### config.mk
export PLATFORM = sky130hd
export DESIGN_NAME = priority_round_robin_queues_unit
export DESIGN_NICKNAME = d
export VERILOG_FILES = /design/src/rtl/prrq_pkg.sv /design/src/rtl/priority_round_robin_queues_unit.sv /design/src/rtl/prrq_ram.sv
export SDC_FILE = /design/constraint.sdc
export NUM_CORES = 2
export LEC_CHECK = 0
export BUFFER_PORTS_ARGS = -buffer_cell sky130_fd_sc_hd__buf_4
export CAP_MARGIN = 30
export CORE_MARGIN = 4
export CORE_UTILIZATION = 40
export CTS_CLUSTER_DIAMETER = 120
export DETAILED_ROUTE_END_ITERATION = 7
export PLACE_DENSITY = 0.57
export SETUP_SLACK_MARGIN = 0.02
export SLEW_MARGIN = 20
export SYNTH_ARGS = -nofsm -noshare
export SYNTH_HDL_FRONTEND = slang
export SYNTH_SLANG_ARGS = --single-unit
### constraint.sdc
create_clock -name clk -period 16.7 [get_ports clk]
set_input_delay 0.835 -clock clk [delete_from_list [all_inputs] [get_ports clk]]
set_output_delay 0.835 -clock clk [all_outputs]
set_load 0.05 [all_outputs]
### src/rtl/prrq_pkg.sv
// Shared constants and types of the priority round-robin queues unit.
package prrq_pkg;

  localparam int LEVELS = 7;
  localparam int DEPTH  = 16;

  localparam int LVL_W  = 3;
  localparam int PID_W  = 16;
  localparam int POS_W  = $clog2(DEPTH);
  localparam int CNT_W  = $clog2(DEPTH + 1);
  localparam int WORDS  = LEVELS * DEPTH;
  localparam int ADDR_W = $clog2(WORDS);
  localparam int STAT_W = 2;

  typedef enum logic {
    CMD_ADD  = 1'b0,
    CMD_NEXT = 1'b1
  } cmd_t;

  typedef enum logic [STAT_W-1:0] {
    ST_ADDED = 2'd0,
    ST_GIVEN = 2'd1,
    ST_EMPTY = 2'd2,
    ST_FULL  = 2'd3
  } status_t;

endpackage

### src/rtl/priority_round_robin_queues_unit.sv
// Priority round-robin queues: top level with per-level control and id memory.
// Pipeline: two register stages; an accepted command moves from stage 1 to the output register.
// Throughput: one transaction per cycle unless m_tready stalls; per-level control sits in registers
//   and the id memory is accessed once per transaction, so back-to-back commands need no forwarding.
// Reset (rst, synchronous, active high) empties every level and the pipeline;
//   the id memory is not cleared, slots are read only after being written.
module priority_round_robin_queues_unit
  import prrq_pkg::*;
(
  input  logic                  clk,
  input  logic                  rst,
  // input transactions
  input  logic                  s_tvalid,
  output logic                  s_tready,
  input  logic [PID_W-1:0]      s_tdata,   // [15:0] pid
  input  logic [LVL_W:0]        s_tuser,   // [0] command, [3:1] priority_req
  // result transactions
  output logic                  m_tvalid,
  input  logic                  m_tready,
  output logic [PID_W-1:0]      m_tdata,   // [15:0] pid_out
  output logic [STAT_W-1:0]     m_tuser    // [1:0] status
);

  // Per-level control state
  logic [CNT_W-1:0] level_count   [LEVELS];
  logic [POS_W-1:0] level_cursor  [LEVELS];
  logic             level_started [LEVELS];

  // Stage 1: memory access in flight
  logic    s1_valid;
  status_t s1_status;
  logic    s1_read;

  // Output register
  logic             out_valid;
  status_t          out_status;
  logic [PID_W-1:0] out_pid;

  logic              accept;
  logic              s1_adv;
  cmd_t              cmd;
  logic [LVL_W-1:0]  lvl;
  logic              lvl_ok;
  logic [LVL_W-1:0]  idx;
  logic [CNT_W-1:0]  n;
  logic [CNT_W-1:0]  cur_inc;
  logic [POS_W-1:0]  pos;
  logic [ADDR_W-1:0] base;
  logic [ADDR_W-1:0] addr;
  logic              do_write;
  logic              do_read;
  status_t           status_new;
  logic [PID_W-1:0]  rdata;

  assign cmd = cmd_t'(s_tuser[0]);
  assign lvl = s_tuser[LVL_W:1];

  // Pipeline handshake: stage 1 moves on whenever the output register frees up
  assign s1_adv   = s1_valid && (!out_valid || m_tready);
  assign s_tready = !s1_valid || s1_adv;
  assign accept   = s_tvalid && s_tready;

  // Decode of one command against its level's control state
  always_comb begin
    lvl_ok     = (32'(lvl) < LEVELS);
    idx        = lvl_ok ? lvl : '0;
    n          = level_count[idx];
    cur_inc    = CNT_W'(level_cursor[idx]) + CNT_W'(1);
    do_write   = 1'b0;
    do_read    = 1'b0;
    pos        = '0;
    status_new = ST_EMPTY;
    if (cmd == CMD_ADD) begin
      if (lvl_ok && (n < CNT_W'(DEPTH))) begin
        do_write   = 1'b1;
        pos        = n[POS_W-1:0];
        status_new = ST_ADDED;
      end else begin
        status_new = ST_FULL;
      end
    end else begin
      if (lvl_ok && (n != '0)) begin
        do_read    = 1'b1;
        status_new = ST_GIVEN;
        // first take gives the head, later ones rotate and wrap at the tail
        if (!level_started[idx] || (cur_inc >= n)) begin
          pos = '0;
        end else begin
          pos = cur_inc[POS_W-1:0];
        end
      end else begin
        status_new = ST_EMPTY;
      end
    end
    base = ADDR_W'(idx) * ADDR_W'(DEPTH);
    addr = base + ADDR_W'(pos);
  end

  prrq_ram #(
    .DATA_W (PID_W),
    .WORDS  (WORDS)
  ) u_ram (
    .clk   (clk),
    .we    (accept && do_write),
    .waddr (addr),
    .wdata (s_tdata),
    .re    (accept && do_read),
    .raddr (addr),
    .rdata (rdata)
  );

  // Level control updates at accept
  always_ff @(posedge clk) begin
    if (rst) begin
      for (int i = 0; i < LEVELS; i++) begin
        level_count[i]   <= '0;
        level_cursor[i]  <= '0;
        level_started[i] <= 1'b0;
      end
    end else if (accept) begin
      if (do_write) begin
        level_count[idx] <= n + CNT_W'(1);
      end
      if (do_read) begin
        level_cursor[idx]  <= pos;
        level_started[idx] <= 1'b1;
      end
    end
  end

  // Stage 1 and output register; read data holds while stage 1 stalls
  always_ff @(posedge clk) begin
    if (rst) begin
      s1_valid  <= 1'b0;
      out_valid <= 1'b0;
    end else begin
      if (accept) begin
        s1_valid <= 1'b1;
      end else if (s1_adv) begin
        s1_valid <= 1'b0;
      end
      if (s1_adv) begin
        out_valid <= 1'b1;
      end else if (m_tready) begin
        out_valid <= 1'b0;
      end
    end
  end

  always_ff @(posedge clk) begin
    if (accept) begin
      s1_status <= status_new;
      s1_read   <= do_read;
    end
    if (s1_adv) begin
      out_status <= s1_status;
      out_pid    <= s1_read ? rdata : '0;
    end
  end

  assign m_tvalid = out_valid;
  assign m_tdata  = out_pid;
  assign m_tuser  = out_status;

endmodule

### src/rtl/prrq_ram.sv
// Generic single-clock RAM: one write port, one read port, registered read data.
module prrq_ram #(
  parameter int DATA_W = 16,
  parameter int WORDS  = 128
) (
  input  logic                     clk,
  input  logic                     we,
  input  logic [$clog2(WORDS)-1:0] waddr,
  input  logic [DATA_W-1:0]        wdata,
  input  logic                     re,
  input  logic [$clog2(WORDS)-1:0] raddr,
  output logic [DATA_W-1:0]        rdata
);

  logic [DATA_W-1:0] mem [WORDS];

  always_ff @(posedge clk) begin
    if (we) begin
      mem[waddr] <= wdata;
    end
    if (re) begin
      rdata <= mem[raddr];
    end
  end

endmodule

==> results.md <==
- Outcome: completed
- Placer Congestion: 0.835
- #FFs+latches synth: approximately 1,900
- WHS Path Cells: 3
- Clock transition at the registers of the reported paths: 0.06 ns
- Logic depth of the worst path, buffers included: 22
- Worst-path fanout max: between 100 and 150
- Worst-Margin Slew: ~1.2 ns
- Port buffer count: 43
- Multiplexer share of the synthesized area: between 3 and 4%
- Cell row count: 159
- CP Launch Type: input port
- DRT Pass-1 Iters: 5
- Root Buffer Master: clkbuf_16
- Dpl ws: roughly 7.3 ns
- Syn Area/Cell: 14.7 um^2
- Filler cell count: 16,600
- Critical path's most frequent cell: buf_4
- Number of nets with antenna violations after routing: 0
- Synth Area in XOR/XNOR: less than 1%
- Slowest stage cell, crit path: buf_4
- Final wirelength: around 230,000 um
- Clk sinks: 1,901
- Post-synthesis compound-gate area fraction: between 10% and 20%
- Slew Limit Fails: 0
- Synth Instances: 5,166
- Via count: roughly 47,000
- Vias per cell: 5.90
- Pwr dens: approximately 120 nW/um^2
- Simple-gate share of the synthesized area: 8.62%
- Lkg Pwr: 27.0 nW
- DRC Markers: 0
- Main synth FF type: edfxtp_1
- # resized after CTS: 0
- Post-synth ARST share: 0%
- Slack of the critical path: 8.13 ns
- Post-CTS Hold Buffers: 0
- DIE AREA: 197,000 um^2
- Largest family of logic cells by synthesized area: compound AO/OA/AOI/OAI gates
- Relative slew slack: 22.9%
- Pin count of the biggest net entering global routing: 173
- Area delta synth->final: 12.6%
- DP HPWL: roughly 130,000 um
- First-pass GRT wire length: roughly 320,000 um
- Worst-Skew Late Latency: 0.82 ns
- Peak supply drop: 0.125 mV
- Fin crit share: 51.3%
- Nets@finish: around 5,300
- Synthesized area: about 76,000 um^2
- Post-synth EDFFs: 1,889
- Grt total ovfl: 0
- WP data required: roughly 17 ns
- Max cap viols: 0
- Num ports: 44
- Layout cell share with drive strength beyond 1: between 10 and 15%
- GRT Total Usage: roughly 22%
- # H-tree levels: 4
- Buffer and inverter count on the worst path: 6
- Initial drt markers: 5,463
- Type of the worst setup path: in -> reg
- Fmax: 117 MHz
- CTS tree: done
- Shortest period the worst path allows: around 8.6 ns
- Sequential share of the synthesized area: 75.1%
- Hold Fails Final Rpt: 0
- Worst Reg-to-Reg Cells: 20
- CTS Buf Count: 189
- RSZ-0062 raised after global routing: false
- CP peak stage delay: roughly 0.7 ns
- Initial antenna violation count: 12
- Commonest non-fill, non-tap cell in the layout: edfxtp_1
- Post-synthesis net count: 5,198
- Synth warnings: 0
- Setup TNS: 0 ns
- Worst Skew: 0.0232 ns
- Final Core Density: 45.4%
- Number of global-route vias before repair: 44,200
- Die H: 443 um
- Total setup buffers inserted after CTS: 0
- WL/cell: 28.7 um
- Setup violations, final: 0
- Synth unique cells: 71
- Top cell family by delay on the critical path: buffers and inverters
- CP Cell Sequence: buf_4 > nand2b_1 > buf_4 > a211oi_1 > a211oi_1 > ha_1 > xor2_1 > ha_1 > o21a_1 > o21ai_0 > a21oi_1 > nor3b_4 > buf_4 > a21o_4 > buf_4 > buf_12 > buf_4 > mux2i_1 > a211oi_1 > nor4_1 > a31oi_1 > or4_1
- Area of the core: 188,000 um^2
- Most frequent cells in the layout: 1,889 x edfxtp_1, 883 x nand2_1, 271 x a21oi_1
- Adder and majority gate portion of the synthesized area: 0.132%
- Die Span X: 443 um
- Clock buffer depth: 3
- Hold crit path type: in -> reg
- Effective utilization at floorplan: 40.3%
- Nature of the critical path endpoint: register
- Worst Path Arrival: 9.13 ns
==> synth_stat cells, types with 4 or more instances <==
| master | count | area [um^2] |
|---|---|---|
| a31oi_1 | 46 | 288 |
| o21ai_0 | 8 | 40.0 |
| a221oi_1 | 113 | 990 |
| nor3_1 | 45 | 225 |
| a22oi_1 | 98 | 736 |
| buf_6 | 16 | 180 |
| clkbuf_1 | 194 | 728 |
| inv_1 | 66 | 248 |
| buf_1 | 37 | 139 |
| or2_2 | 5 | 31.3 |
| mux2i_1 | 205 | 2050 |
| nor2b_1 | 121 | 757 |
| a211oi_1 | 269 | 2020 |
| edfxtp_1 | 1889 | 56700 |
| nand3_1 | 140 | 701 |
| a311oi_1 | 4 | 35.0 |
| nand2_1 | 883 | 3310 |
| mux4_2 | 5 | 113 |
| a221oi_2 | 4 | 60.1 |
| and3_1 | 8 | 50.1 |
| nor4_1 | 35 | 219 |
| buf_2 | 116 | 581 |
| a41oi_1 | 4 | 35.0 |
| or4_1 | 18 | 135 |
| nand2b_1 | 11 | 68.8 |
| dfxtp_1 | 12 | 240 |
| o211ai_1 | 6 | 45.0 |
| nand4_1 | 7 | 43.8 |
| nor2_1 | 203 | 762 |
| a21oi_1 | 272 | 1360 |
| and2_1 | 22 | 138 |
| a2111oi_0 | 26 | 228 |
| a32oi_1 | 205 | 1800 |
| buf_4 | 12 | 90.1 |
| ha_1 | 8 | 100 |
==> routing by layer <==
metal	up-vias	share of wire [%]	GRT usage, %
met5	-	0.030	0.147
met4	6	3.3	7.45
met3	350	8.5	4.44
met2	2031	46	35.1
met1	24000	42	31.7
li1	20200	-	-
==> metrics by stage <==
step	power (mW)	hold WS [ns]	cell area [um^2]	instances
6_report	10.4	0.264	85400	7885
3_3_place_gp	6.35	0.408	79300	7522
5_1_grt	10.7	0.252	85400	7882
4_1_cts	10.4	0.204	85300	7877
3_5_place_dp	6.36	0.407	79400	7533
2_1_floorplan	5.95	0.400	75800	5166
==> worst register-to-register path, cell delays in order, from the launching register on <==
cell	delay, ns
edfxtp_1	0.34
nor2b_1	0.13
a211oi_1	0.07
a211oi_1	0.53
ha_1	0.29
xor2_1	0.43
ha_1	0.32
o21a_1	0.18
o21ai_0	0.18
a21oi_1	0.13
nor3b_4	0.20
buf_4	0.41
a21o_4	0.65
buf_4	0.72
buf_12	0.67
buf_4	0.82
mux2i_1	0.30
a211oi_1	0.10
nor4_1	0.71
a31oi_1	0.29
or4_1	0.46
==> final timing paths <==
path                                                  startpoint                         to  slack [ns]
worst max-delay path                                  s_tuser[2]  u_ram.rdata[10]$_DFFE_PP_        8.13
worst max register to register  level_cursor[4][0]$_SDFFCE_PN0P_  u_ram.rdata[10]$_DFFE_PP_        8.50
worst min register to register            s1_status[1]$_DFFE_PP_       m_tuser[1]$_DFFE_PP_        0.42
worst min-delay path                                    s_tvalid      s1_valid$_SDFFE_PP0P_        0.26
==> cell type report <==
cell class                 count  area [um^2]  share of cell area [%]
clock buffer                 245         5020                    5.88
inverter                      67          251                   0.295
multi-input combinational   2822        17100                    20.0
antenna                        4         10.0                  0.0117
tap                         2495         3120                    3.66
timing repair buffer         252         2060                    2.42
clock inverter                99          875                    1.02
sequential                  1901        57000                    66.7
==> cell families after synthesis <==
logic type               after synthesis
flip-flops                          1901
AND/OR/NAND/NOR                     1508
AO/OA/AOI/OAI                       1084
buffers and inverters                443
multiplexers                         218
adder cells (fa/ha/maj)                8
XOR/XNOR                               4
==> registers in the layout, summed over array words and instances, names as in the netlist <==
register	flops
u_ram.mem	1792
level_count	35
level_cursor	28
m_tdata	16
u_ram.rdata	16
level_started	7
m_tuser	2
s1_status	2
m_tvalid	1
s1_read	1
s1_valid	1
==> power breakdown <==
part	leakage (nW)	switching (mW)	internal, mW	total [mW]
logic	6.91	0.742	0.246	0.988
registers	17.2	0.0123	5.27	5.28
clock network	2.88	1.79	2.32	4.11
(Power assumes the default switching activity.)
